--- src/sv/lab_pkg.sv ---
`timescale 1ns / 1ps
// shared types and constants for the leased arena bump allocator
// no dependencies; imported by every other module of the block
package lab_pkg;

  localparam int LAB_MAX_LEASES = 16;

  localparam int OP_W    = 2;
  localparam int HELD_W  = 8;
  localparam int HANDLE_W = 48;
  localparam int BYTES_W = 32;
  localparam int DEPTH_W = 5;
  localparam int ADDR_W  = 50;
  localparam int BASE_W  = 48;
  localparam int SIZE_W  = 32;
  localparam int SHIFT_W = 5;
  localparam int CFG_IDX_W  = 2;
  localparam int CFG_DATA_W = 48;

  localparam logic [OP_W-1:0] OP_ACQUIRE  = 2'd0;
  localparam logic [OP_W-1:0] OP_RELEASE  = 2'd1;
  localparam logic [OP_W-1:0] OP_ALLOCATE = 2'd2;

  localparam logic [CFG_IDX_W-1:0] CFG_BASE  = 2'd0;
  localparam logic [CFG_IDX_W-1:0] CFG_SIZE  = 2'd1;
  localparam logic [CFG_IDX_W-1:0] CFG_ALIGN = 2'd2;

  typedef enum logic {
    ST_IDLE,
    ST_POP
  } state_t;

  typedef struct packed {
    logic exec;
    logic pop_load;
  } ctrl_cmd_t;

  typedef struct packed {
    logic pop;
  } dp_status_t;

endpackage

--- src/sv/lab_ctrl.sv ---
`timescale 1ns / 1ps
// controller: input/output handshake and the release pop sequence
// depends on lab_pkg
module lab_ctrl (
  input  logic                clk,
  input  logic                rst_n,
  input  logic                in_valid,
  output logic                in_stall,
  output logic                out_valid,
  input  logic                out_stall,
  input  lab_pkg::dp_status_t status,
  output lab_pkg::ctrl_cmd_t  cmd
);
  import lab_pkg::*;

  state_t state_r, state_nxt;
  logic   out_valid_r, out_valid_nxt;
  logic   accept;

  always_ff @(posedge clk) begin
    if (!rst_n) begin
      state_r     <= ST_IDLE;
      out_valid_r <= 1'b0;
    end else begin
      state_r     <= state_nxt;
      out_valid_r <= out_valid_nxt;
    end
  end

  always_comb begin
    state_nxt    = state_r;
    in_stall     = 1'b1;
    accept       = 1'b0;
    cmd.exec     = 1'b0;
    cmd.pop_load = 1'b0;
    case (state_r)
      ST_IDLE: begin
        in_stall = out_valid_r && out_stall;
        accept   = in_valid && !in_stall;
        cmd.exec = accept;
        if (accept && status.pop) begin
          state_nxt = ST_POP;
        end
      end
      ST_POP: begin
        cmd.pop_load = 1'b1;
        state_nxt    = ST_IDLE;
      end
      default: begin
        state_nxt = ST_IDLE;
      end
    endcase
    if (accept) begin
      out_valid_nxt = 1'b1;
    end else if (!out_stall) begin
      out_valid_nxt = 1'b0;
    end else begin
      out_valid_nxt = out_valid_r;
    end
  end

  assign out_valid = out_valid_r;

  a_pop_blocks_input: assert property (@(posedge clk) disable iff (!rst_n)
    state_r == ST_POP |-> in_stall)
    else $error("input taken during stack pop");

  a_release_enters_pop: assert property (@(posedge clk) disable iff (!rst_n)
    cmd.exec && status.pop |=> state_r == ST_POP)
    else $error("successful release did not restore cursor");

  a_exec_gives_result: assert property (@(posedge clk) disable iff (!rst_n)
    cmd.exec |=> out_valid_r)
    else $error("accepted item produced no result");

endmodule

--- src/sv/lab_datapath.sv ---
`timescale 1ns / 1ps
// datapath: config registers, cursor, lease count, snapshot stack and result register
// depends on lab_pkg
module lab_datapath #(
  parameter int MAX_LEASES = lab_pkg::LAB_MAX_LEASES
) (
  input  logic                              clk,
  input  logic                              rst_n,
  input  logic                              cfg_we,
  input  logic [lab_pkg::CFG_IDX_W-1:0]     cfg_index,
  input  logic [lab_pkg::CFG_DATA_W-1:0]    cfg_wdata,
  input  logic [lab_pkg::OP_W-1:0]          in_operation,
  input  logic [lab_pkg::HELD_W-1:0]        in_held_depth,
  input  logic [lab_pkg::HANDLE_W-1:0]      in_arena_handle,
  input  logic [lab_pkg::BYTES_W-1:0]       in_request_bytes,
  input  lab_pkg::ctrl_cmd_t                cmd,
  output lab_pkg::dp_status_t               status,
  output logic                              out_success,
  output logic [lab_pkg::DEPTH_W-1:0]       out_granted_depth,
  output logic [lab_pkg::ADDR_W-1:0]        out_block_address
);
  import lab_pkg::*;

  localparam int CW = $clog2(MAX_LEASES + 1);
  localparam int AW = (MAX_LEASES > 1) ? $clog2(MAX_LEASES) : 1;

  logic [BASE_W-1:0]  base_r, base_nxt;
  logic [SIZE_W-1:0]  size_r, size_nxt;
  logic [SHIFT_W-1:0] shift_r, shift_nxt;
  logic [BASE_W:0]    end_r;
  logic [ADDR_W-1:0]  cursor_r;
  logic [CW-1:0]      count_r;
  logic [ADDR_W-1:0]  stack_mem [MAX_LEASES];
  logic [ADDR_W-1:0]  rd_data_r;

  logic               cfg_hit;
  logic [ADDR_W-1:0]  cfg_m1;
  logic [ADDR_W-1:0]  cursor_init;
  logic [CW-1:0]      count_m1;
  logic [ADDR_W-1:0]  end_ext;
  logic [ADDR_W-1:0]  room;
  logic [BYTES_W-1:0] align_m1;
  logic [BYTES_W:0]   bytes_sum;
  logic [BYTES_W-1:0] rounded;
  logic               held_hit;
  logic               acq_ok;
  logic               rel_ok;
  logic               alc_ok;

  // config next values and re-initialized cursor
  always_comb begin
    base_nxt  = base_r;
    size_nxt  = size_r;
    shift_nxt = shift_r;
    cfg_hit   = 1'b0;
    if (cfg_we) begin
      case (cfg_index)
        CFG_BASE: begin
          base_nxt = cfg_wdata[BASE_W-1:0];
          cfg_hit  = 1'b1;
        end
        CFG_SIZE: begin
          size_nxt = cfg_wdata[SIZE_W-1:0];
          cfg_hit  = 1'b1;
        end
        CFG_ALIGN: begin
          shift_nxt = cfg_wdata[SHIFT_W-1:0];
          cfg_hit   = 1'b1;
        end
        default:   ;
      endcase
    end
    cfg_m1      = (ADDR_W'(1) << shift_nxt) - ADDR_W'(1);
    cursor_init = (ADDR_W'(base_nxt) + cfg_m1) & ~cfg_m1;
  end

  // operation checks
  always_comb begin
    count_m1  = count_r - CW'(1);
    end_ext   = ADDR_W'(end_r);
    room      = end_ext - cursor_r;
    align_m1  = (BYTES_W'(1) << shift_r) - BYTES_W'(1);
    bytes_sum = {1'b0, in_request_bytes} + {1'b0, align_m1};
    rounded   = bytes_sum[BYTES_W-1:0] & ~align_m1;
    held_hit  = (in_held_depth != '0) && (in_held_depth == HELD_W'(count_r));
    acq_ok    = (in_operation == OP_ACQUIRE) && (in_held_depth == '0) &&
                (in_arena_handle != '0) && (count_r != CW'(MAX_LEASES));
    rel_ok    = (in_operation == OP_RELEASE) && held_hit;
    alc_ok    = (in_operation == OP_ALLOCATE) && held_hit &&
                (cursor_r <= end_ext) && (ADDR_W'(in_request_bytes) <= room);
  end

  assign status.pop = rel_ok;

  always_ff @(posedge clk) begin
    if (!rst_n) begin
      base_r   <= '0;
      size_r   <= '0;
      shift_r  <= '0;
      end_r    <= '0;
      cursor_r <= '0;
      count_r  <= '0;
    end else if (cfg_hit) begin
      base_r   <= base_nxt;
      size_r   <= size_nxt;
      shift_r  <= shift_nxt;
      end_r    <= (BASE_W + 1)'(base_nxt) + (BASE_W + 1)'(size_nxt);
      cursor_r <= cursor_init;
      count_r  <= '0;
    end else if (cmd.pop_load) begin
      cursor_r <= rd_data_r;
    end else if (cmd.exec) begin
      if (acq_ok) begin
        count_r <= count_r + CW'(1);
      end else if (rel_ok) begin
        count_r <= count_m1;
      end else if (alc_ok) begin
        cursor_r <= cursor_r + ADDR_W'(rounded);
      end
    end
  end

  // snapshot stack
  always_ff @(posedge clk) begin
    if (cmd.exec && acq_ok) begin
      stack_mem[count_r[AW-1:0]] <= cursor_r;
    end
    rd_data_r <= stack_mem[count_m1[AW-1:0]];
  end

  // result register
  always_ff @(posedge clk) begin
    if (cmd.exec) begin
      out_success       <= acq_ok || rel_ok || alc_ok;
      out_granted_depth <= acq_ok ? DEPTH_W'(count_r + CW'(1)) : '0;
      out_block_address <= alc_ok ? cursor_r : '0;
    end
  end

  a_count_bounded: assert property (@(posedge clk) disable iff (!rst_n)
    count_r <= CW'(MAX_LEASES))
    else $error("lease count beyond stack depth");

endmodule

--- src/sv/leased_arena_bump_allocator_unit.sv ---
`timescale 1ns / 1ps
// Leased arena bump allocator, top level. Depends on lab_pkg, lab_ctrl, lab_datapath.
//
// Input channel (in_valid/in_stall) carries one item: operation, held_depth,
// arena_handle, request_bytes. Result channel (out_valid/out_stall) returns one
// item per input item: success, granted_depth, block_address, in order.
// Config port: cfg_we with cfg_index 0 base, 1 size, 2 align shift; any write
// to these resets the cursor to the aligned base and clears the lease count.
// Write only while no item is in flight.
// The result is registered and valid in the cycle after the item is accepted.
// Acquire, allocate, a failed release and unused codes leave the input free for
// the next item; a successful release then holds in_stall high in ST_POP, since the
// saved cursor comes back through the registered read port of the snapshot stack.
// The result register is free to take the next item as soon as its current
// item is taken; while out_stall holds a waiting result, in_stall is high.
// Reset (synchronous, rst_n low) clears all config registers, the cursor,
// the lease count and out_valid; stack contents are not cleared.
module leased_arena_bump_allocator_unit #(
  parameter int MAX_LEASES = lab_pkg::LAB_MAX_LEASES
) (
  input  logic                              clk,
  input  logic                              rst_n,
  input  logic                              cfg_we,
  input  logic [lab_pkg::CFG_IDX_W-1:0]     cfg_index,
  input  logic [lab_pkg::CFG_DATA_W-1:0]    cfg_wdata,
  input  logic                              in_valid,
  output logic                              in_stall,
  input  logic [lab_pkg::OP_W-1:0]          in_operation,
  input  logic [lab_pkg::HELD_W-1:0]        in_held_depth,
  input  logic [lab_pkg::HANDLE_W-1:0]      in_arena_handle,
  input  logic [lab_pkg::BYTES_W-1:0]       in_request_bytes,
  output logic                              out_valid,
  input  logic                              out_stall,
  output logic                              out_success,
  output logic [lab_pkg::DEPTH_W-1:0]       out_granted_depth,
  output logic [lab_pkg::ADDR_W-1:0]        out_block_address
);
  import lab_pkg::*;

  ctrl_cmd_t  cmd;
  dp_status_t status;

  lab_ctrl u_ctrl (
    .clk       (clk),
    .rst_n     (rst_n),
    .in_valid  (in_valid),
    .in_stall  (in_stall),
    .out_valid (out_valid),
    .out_stall (out_stall),
    .status    (status),
    .cmd       (cmd)
  );

  lab_datapath #(
    .MAX_LEASES (MAX_LEASES)
  ) u_datapath (
    .clk               (clk),
    .rst_n             (rst_n),
    .cfg_we            (cfg_we),
    .cfg_index         (cfg_index),
    .cfg_wdata         (cfg_wdata),
    .in_operation      (in_operation),
    .in_held_depth     (in_held_depth),
    .in_arena_handle   (in_arena_handle),
    .in_request_bytes  (in_request_bytes),
    .cmd               (cmd),
    .status            (status),
    .out_success       (out_success),
    .out_granted_depth (out_granted_depth),
    .out_block_address (out_block_address)
  );

endmodule
--- config.mk ---
export PLATFORM = sky130hd
export DESIGN_NAME = leased_arena_bump_allocator_unit
export DESIGN_NICKNAME = d
export VERILOG_FILES = /design/src/sv/lab_pkg.sv /design/src/sv/lab_ctrl.sv /design/src/sv/lab_datapath.sv /design/src/sv/leased_arena_bump_allocator_unit.sv
export SDC_FILE = /design/constraint.sdc
export NUM_CORES = 2
export LEC_CHECK = 0
export BUFFER_PORTS_ARGS = -buffer_cell sky130_fd_sc_hd__buf_4
export CAP_MARGIN = 20
export CORE_ASPECT_RATIO = 2
export CORE_MARGIN = 1.5
export CORE_UTILIZATION = 50
export DETAILED_ROUTE_END_ITERATION = 6
export MAX_ROUTING_LAYER = met4
export PLACE_DENSITY = 0.69
export SLEW_MARGIN = 25
export SYNTH_ARGS = -nofsm -noshare
export SYNTH_HDL_FRONTEND = slang
export SYNTH_SLANG_ARGS = --single-unit
export TNS_END_PERCENT = 1
--- constraint.sdc ---
create_clock -name clk -period 8.7 [get_ports clk]
set_clock_uncertainty 0.2 [all_clocks]
set_input_delay 1.74 -clock clk [delete_from_list [all_inputs] [get_ports clk]]
set_output_delay 1.74 -clock clk [all_outputs]
set_load 0.02 [all_outputs]
### Word-level counts from Yosys, hierarchy flattened

Memories as Yosys holds them, arrays and structs flattened. A register that Yosys moved wholly into a read port is not among the register bits.
Cells that the tools add are included.

| operators by class | value |
|---|---|
| multiply operators | 0 |
| add/subtract/negate cells | 9 |
| equality and inequality tests | 9 |
| bitwise gates (word level) | 7 |
| mux-type cells | 25 |
| order comparisons | 2 |
| shift-type cells | 2 |
| divide/modulo/power cells | 0 |
| reductions and logical operators | 27 |

Operators by type and width:

| kind | count |
|---|---|
| two-way mux 50 bit | 6 |
| two-way mux 48 bit | 2 |
| two-way mux 32 bit | 2 |
| adder 48 x 50 -> 50 bit | 1 |
| adder 50 x 32 -> 50 bit | 1 |
| bitwise AND 50 bit | 1 |
| <= comparator 32 x 50 -> 1 bit | 1 |
| <= comparator 50 x 49 -> 1 bit | 1 |
| NOT 50 bit | 1 |
| left shift 1 x 5 -> 50 bit (first input constant) | 1 |
| subtractor 49 x 50 -> 50 bit | 1 |
| subtractor 50 x 2 -> 50 bit (second input constant) | 1 |
| adder 48 x 32 -> 49 bit | 1 |
| nonzero test 48 bit | 1 |
| adder 32 bit | 1 |
| bitwise AND 32 bit | 1 |
| NOT 32 bit | 1 |
| left shift 1 x 5 -> 32 bit (first input constant) | 1 |
| subtractor 32 x 2 -> 32 bit (second input constant) | 1 |
| two-way mux 5 bit | 4 |
| logical AND 1 bit | 12 |
| two-way mux 1 bit | 10 |
| equality test 8 x 5 -> 1 bit | 1 |
| zero test 8 bit | 1 |
| 19 further kinds | 27 |

| word-level totals | value |
|---|---|
| flip-flop bits (word level) | 247 |
| ROM bits | 0 |
| bits in latches | 0 |
| output and inout port bits | 58 |
| memories | 1 |
| memory bits (writable) | 800 |

Memory list:

| name | words | width | rd ports | clocked after Yosys merged registers in | write ports | line | source |
|---|---|---|---|---|---|---|---|
| u_datapath.stack_mem | 16 | 50 | 1 | 1 | 1 | lab_datapath.sv:33 | `logic [ADDR_W-1:0] stack_mem [MAX_LEASES];` |

### Logic depth before layout (Yosys ltp)

| logic depth | value |
|---|---|
| word-level depth | 11 |
| gate-level depth with buffers | 36 |
| mapped depth without buffers | 33 |

### Hierarchy

From an unflattened synthesis, not the netlist that was laid out.

| unflattened totals | value |
|---|---|
| cell total of the unflattened synthesis | 4206 |
| area total of the unflattened synthesis | 54427.2 um^2 |

Modules (own cells, without submodules):

| module | times used | cells an instance | seq. area each (um^2) | area each (um^2) |
|---|---|---|---|---|
| lab_datapath | 1 | 4195 | 30489.2 | 54319.6 |
| lab_ctrl | 1 | 11 | 40.0 | 107.6 |

### Worst setup path after synthesis

Ideal clock, no wire load.

| path | value |
|---|---|
| path kind | in2reg |
| start | in out_stall |
| end | mem u_datapath.stack_mem[3][0] (enable) |
| data required time | 7.981 ns |
| stages | 5 |
| arrival | 8.451 ns |
| path slack | -0.470 ns |
| cell sequence | nand2_1 > nand2_1 > nor2_1 > nand3_1 > nor3_1 |

| on the way | value |
|---|---|
| word-level cells in the longest chain between the ends | 7 |

RTL lines:

| what | line | source |
|---|---|---|
| from (decl) | leased_arena_bump_allocator_unit.sv:33 | `input logic out_stall,` |
| logical AND 1 bit | lab_ctrl.sv:38 | `in_stall = out_valid_r && out_stall;` |
| zero test 1 bit | lab_ctrl.sv:39 | `accept = in_valid && !in_stall;` |
| logical AND 1 bit | lab_ctrl.sv:39 |  |
| two-way mux 1 bit | -- |  |
| net u_ctrl.accept | lab_ctrl.sv:18 | `logic accept;` |
| logical AND 1 bit | lab_datapath.sv:125 | `if (cmd.exec && acq_ok) begin` |
| two-way mux 1 bit | lab_datapath.sv:125 |  |
| two-way mux 1 bit (not written as such) | lab_datapath.sv:126 | `stack_mem[count_r[AW-1:0]] <= cursor_r;` |
| to (decl) | lab_datapath.sv:33 |  |

The timed path passes the listed nets, and every way through them passes these cells.

### Worst setup path after layout

| path | value |
|---|---|
| start | reg u_datapath.shift_r[0] |
| end | reg u_datapath.cursor_r[49] |

| on the way | value |
|---|---|
| word-level cells in the longest chain between the ends | 11 |

RTL lines:

| what | line | source |
|---|---|---|
| from (decl) | lab_datapath.sv:29 | `logic [SHIFT_W-1:0] shift_r, shift_nxt;` |
| from (signal assigned) | lab_datapath.sv:106 | `shift_r <= shift_nxt;` |
| left shift 1 x 5 -> 32 bit | lab_datapath.sv:82 | `align_m1 = (BYTES_W'(1) << shift_r) - BYTES_W'(1);` |
| subtractor 32 x 2 -> 32 bit | lab_datapath.sv:82 |  |
| adder 32 bit / NOT 32 bit (equally long branches) | lab_datapath.sv:83, lab_datapath.sv:84 |  |
| bitwise AND 32 bit | lab_datapath.sv:84 | `rounded = bytes_sum[BYTES_W-1:0] & ~align_m1;` |
| adder 50 x 32 -> 50 bit | lab_datapath.sv:118 | `cursor_r <= cursor_r + ADDR_W'(rounded);` |
| two-way mux 50 bit | lab_datapath.sv:117 | `end else if (alc_ok) begin` |
| two-way mux 50 bit | lab_datapath.sv:115 | `end else if (rel_ok) begin` |
| two-way mux 50 bit | lab_datapath.sv:113 | `if (acq_ok) begin` |
| two-way mux 50 bit | lab_datapath.sv:112 | `end else if (cmd.exec) begin` |
| two-way mux 50 bit | lab_datapath.sv:110 | `end else if (cmd.pop_load) begin` |
| two-way mux 50 bit (*) | lab_datapath.sv:103 | `end else if (cfg_hit) begin` |
| to (signal assigned) | lab_datapath.sv:108 | `cursor_r <= cursor_init;` |
| to (signal assigned) | lab_datapath.sv:111 | `cursor_r <= rd_data_r;` |
| to (signal assigned) | lab_datapath.sv:118 |  |
| to (decl) | lab_datapath.sv:31 | `logic [ADDR_W-1:0] cursor_r;` |

Mark *: on every way between the ends. The rest lies on a longest branch, timed or not. The select of a mux whose other input is x is not followed.
A chain may end at the register's enable or synchronous reset.

==> metrics.md <==
| Metric | Value |
|---|---|
| Result of the run | `finished, final reports clean` |
| Count of vias placed by the detailed router | `37,600` |
| Core Area | `around 0.11 mm²` |
| Adder-cell share of the synthesized area | `between 5 and 6%` |
| Kind of cell adding the most delay to the critical path | `compound AO/OA/AOI/OAI gates` |
| Number of buffer and inverter instances along the worst setup path | `1` |
| Inserted Clock Buffers | `a little over 90` |
| Worst-case headroom to the max-slew limit | `between 10% and 20%` |
| Post-detailed-route via-to-cell ratio | `about 6.4` |
| Tightest hold margin | `0.263 ns` |
| Critical path peak fanout | `11` |
| Least-Margin Pin Slew | `1.19 ns` |
| Number of placement rows | `around 170` |
| Number of fillers in the final layout | `between 8,000 and 9,000` |
| Commonest non-fill, non-tap cell in the layout | `sky130_fd_sc_hd__edfxtp_1` |
| Final worst path period share | `between 90% and 100%` |
| GR Overflow Total | `0` |
| Number of nets in the layout | `between 4,000 and 5,000` |
| Highest clock frequency the design can meet | `between 100 and 150 MHz` |
| Worst Setup Start Kind | `register` |
| Post-detailed-routing wire length | `between 150 and 200 mm` |
| Chip width | `around 240 µm` |
| Pins Over Slew Limit | `0` |
| Overall power after layout | `12,900 µW` |
| Clock sinks | `around 1,100` |
| Class of the tightest hold or removal check | `reg -> reg` |
| Leakage Power | `around 0.023 µW` |
| Cell types occupying the most area after synthesis | `sky130_fd_sc_hd__edfxtp_1, sky130_fd_sc_hd__mux4_2, sky130_fd_sc_hd__dfxtp_1` |
| Final HPWL from detailed placement | `between 100 and 150 mm` |
| Design area | `around 0.062 mm²` |
| Parity-gate share of the synthesized area counting xor and xnor cells | `about 2.8%` |
| Area of the mapped netlist | `about 0.055 mm²` |
| Distinct cells, synth | `93` |
| WL/cell | `about 30 µm` |
| Slowest cell on the critical path | `sky130_fd_sc_hd__dfxtp_1` |
| Arrival time worst endpoint | `between 8 and 9 ns` |
| Hold Vio Cnt, Final | `0` |
| Time the worst path needs with I/O delays and setup | `between 8 and 9 ns` |
| Clk_lat worst skew | `between 0.7 and 0.8 ns` |
| Worst-path clk slew | `around 0.08 ns` |
| Die Span Y | `470 µm` |
| Number of buffers between clock root and the deepest sink | `3` |
| Pre-antenna DRT Iters | `6` |
| Violation count after the first detailed-route iteration | `between 3,000 and 4,000` |
| Share of cells above drive strength 1 | `between 10% and 20%` |
| Largest family of logic cells by synthesized area | `multiplexers` |
| Mean post-synth cell area | `~13 µm²` |
| H-tree levels | `3` |
| Antenna Violating Nets Remaining | `0` |
| Number of global-route vias before repair | `slightly below 40,000` |
| Crit path largest cell delay | `0.46 ns` |
| Count of buffers from port buffering | `between 200 and 250` |
| Simple-gate share of the synthesized area | `a little under a tenth` |
| Max Cap Violations | `0` |
| Flop and latch count out of synthesis | `1,097` |
| Portion of the post-synthesis area used by sequential elements | `approximately 56%` |
| Top-level port count | `a little over 200` |
| Unrepaired setup endpoints after global routing | `no` |
| Total track usage | `32.7%` |
| Worst supply voltage drop on vdd | `~0.00018 V` |
| Clock Root Buffer | `sky130_fd_sc_hd__clkbuf_16` |
| Global-route wire length before repair | `256 mm` |
| CTS tree | `done` |
| Final setup vio count | `0` |
| Pin count of the biggest net entering global routing | `64` |
| DRC Markers | `0` |
| Area of the die | `between 0.1 and 0.15 mm²` |
| Starting Density | `50.3%` |
| Cells after Synth | `4,198` |
| Power density normalized to cell area | `between 200 and 250 mW/mm²` |
| Data required, critical path | `9.15 ns` |
| Type of destination of the critical path | `register` |
| Yosys synthesis warning count | `0` |
| Top-area cell type share of the netlist area | `47.1%` |
| Main synth FF type | `sky130_fd_sc_hd__edfxtp_1` |
| Synth async-reset ratio | `0%` |
| Post-synth EDFFs | `approximately 860` |
| Critical path start-end classification | `reg -> reg` |
| Area of placed instances | `0.0582 mm²` |
| Commonest cells after routing, fill and taps aside | `sky130_fd_sc_hd__edfxtp_1, sky130_fd_sc_hd__buf_4, sky130_fd_sc_hd__a21oi_1` |
| Cell type with the largest total area after synthesis | `sky130_fd_sc_hd__edfxtp_1` |
| Portion of netlist area occupied by mux cells | `12.2%` |
| Post-synthesis compound-gate area fraction | `between 10% and 20%` |
| Final RePlAce weighted congestion | `1.03` |
| Area added between synthesis and finish | `13.0%` |
| Initial antenna violation count | `5` |
cells in the mapped netlist (25+ instances only):
cell	n
sky130_fd_sc_hd__xnor2_1	107
sky130_fd_sc_hd__a21oi_1	291
sky130_fd_sc_hd__nor3_1	85
sky130_fd_sc_hd__nand2b_1	31
sky130_fd_sc_hd__inv_1	137
sky130_fd_sc_hd__ha_1	229
sky130_fd_sc_hd__clkbuf_1	160
sky130_fd_sc_hd__o21ai_0	173
sky130_fd_sc_hd__mux2i_1	29
sky130_fd_sc_hd__xor2_1	66
sky130_fd_sc_hd__nand2_1	272
sky130_fd_sc_hd__and2_1	147
sky130_fd_sc_hd__nand4_1	52
sky130_fd_sc_hd__o21bai_1	26
sky130_fd_sc_hd__edfxtp_1	856
sky130_fd_sc_hd__nand3_1	74
sky130_fd_sc_hd__a21o_1	98
sky130_fd_sc_hd__mux4_2	250
sky130_fd_sc_hd__o211ai_1	39
sky130_fd_sc_hd__nor2_1	214
sky130_fd_sc_hd__o31ai_1	27
sky130_fd_sc_hd__nor4_1	29
sky130_fd_sc_hd__mux2_2	66
sky130_fd_sc_hd__a31oi_1	36
sky130_fd_sc_hd__dfxtp_1	241
sky130_fd_sc_hd__buf_1	25
sky130_fd_sc_hd__o21a_1	37
cells by family after synthesis:
family / Yosys count
other: 1
adder cells (fa/ha/maj): 234
flip-flops: 1097
AND/OR/NAND/NOR: 1031
multiplexers: 345
AO/OA/AOI/OAI: 971
buffers and inverters: 346
XOR/XNOR: 173
worst reg2reg max path, delay by kind of cell, from the launching register on:
kind                       cells  cell delay [ns]
AOI/OAI and AO/OA             13             3.29
xor gates and xnor gates       2             0.27
adders and majority gates      3             1.09
buffers and inverters          1             0.25
DFF                            1             0.46
and+or+nand+nor               12             2.61
cell type report:
cell class	instances	area (µm²)	share of cell area (%)
tap	1384	1730	2.81
inverter	140	528	0.856
clock buffer	112	2470	4.00
clock inverter	62	945	1.53
multi-input combinational	2764	23000	37.3
sequential	1097	30500	49.5
antenna	7	17.5	0.0284
timing repair buffer	321	2470	4.01
through the flow:
| stage | setup TNS (ns) | util (%) | instances | setup slack, ns |
|---|---|---|---|---|
| floorplan | -69.85 | - | 4207 | -0.467 |
| global route | 0 | 56.9 | 5885 | 0.00693 |
| CTS | 0 | 56.8 | 5880 | 0.389 |
| global placement | 0 | 53.6 | 5704 | 0.384 |
| detailed placement | 0 | 53.7 | 5706 | 0.415 |
| finish | 0 | 56.9 | 5887 | 0.466 |
final timing paths:
check             cells after the start                   from                 endpoint  slack, ns
hold / removal                        2    u_datapath.end_r[7]      u_datapath.end_r[7]       0.26
setup reg to reg                     31  u_datapath.shift_r[0]  u_datapath.cursor_r[49]       0.47
setup / recovery                     31  u_datapath.shift_r[0]  u_datapath.cursor_r[49]       0.47
hold reg to reg                       2    u_datapath.end_r[7]      u_datapath.end_r[7]       0.26
state kept, by name, indices dropped and copies added, names as in the netlist:
signal	count
u_datapath.end_r	49
u_datapath.shift_r	5
u_ctrl.state_r	1
u_datapath.count_r	5
u_datapath.out_block_address	50
u_datapath.rd_data_r	50
u_datapath.out_success	1
u_ctrl.out_valid	1
u_datapath.stack_mem	800
u_datapath.cursor_r	50
u_datapath.base_r	48
u_datapath.out_granted_depth	5
u_datapath.size_r	32
where the power goes:
part	internal (µW)	total [µW]	switching (µW)	leakage, µW
Clock	2630	4690	2060	0.00164
Sequential	5750	5850	100	0.00987
Combinational	813	2310	1500	0.0110
Total	9200	12900	3660	0.0225
per-layer routing:
metal / GRT usage (%) / wire, µm / vias to the layer above
li1: - / - / 16700
met1: 34.8 / 61000 / 18900
met2: 58.2 / 94100 / 1532
met3: 4.02 / 9620 / 475
met4: 19.1 / 11600 / 0
met5: - / 0 / -
repair_timing:
action / in CTS / in global routing
setup endpoints to repair: 0 / 7
hold buffers: 0 / 0
setup buffers: 0 / 0
gates resized for setup: 0 / 2
No activity file was read; power rests on OpenSTA's default activity.
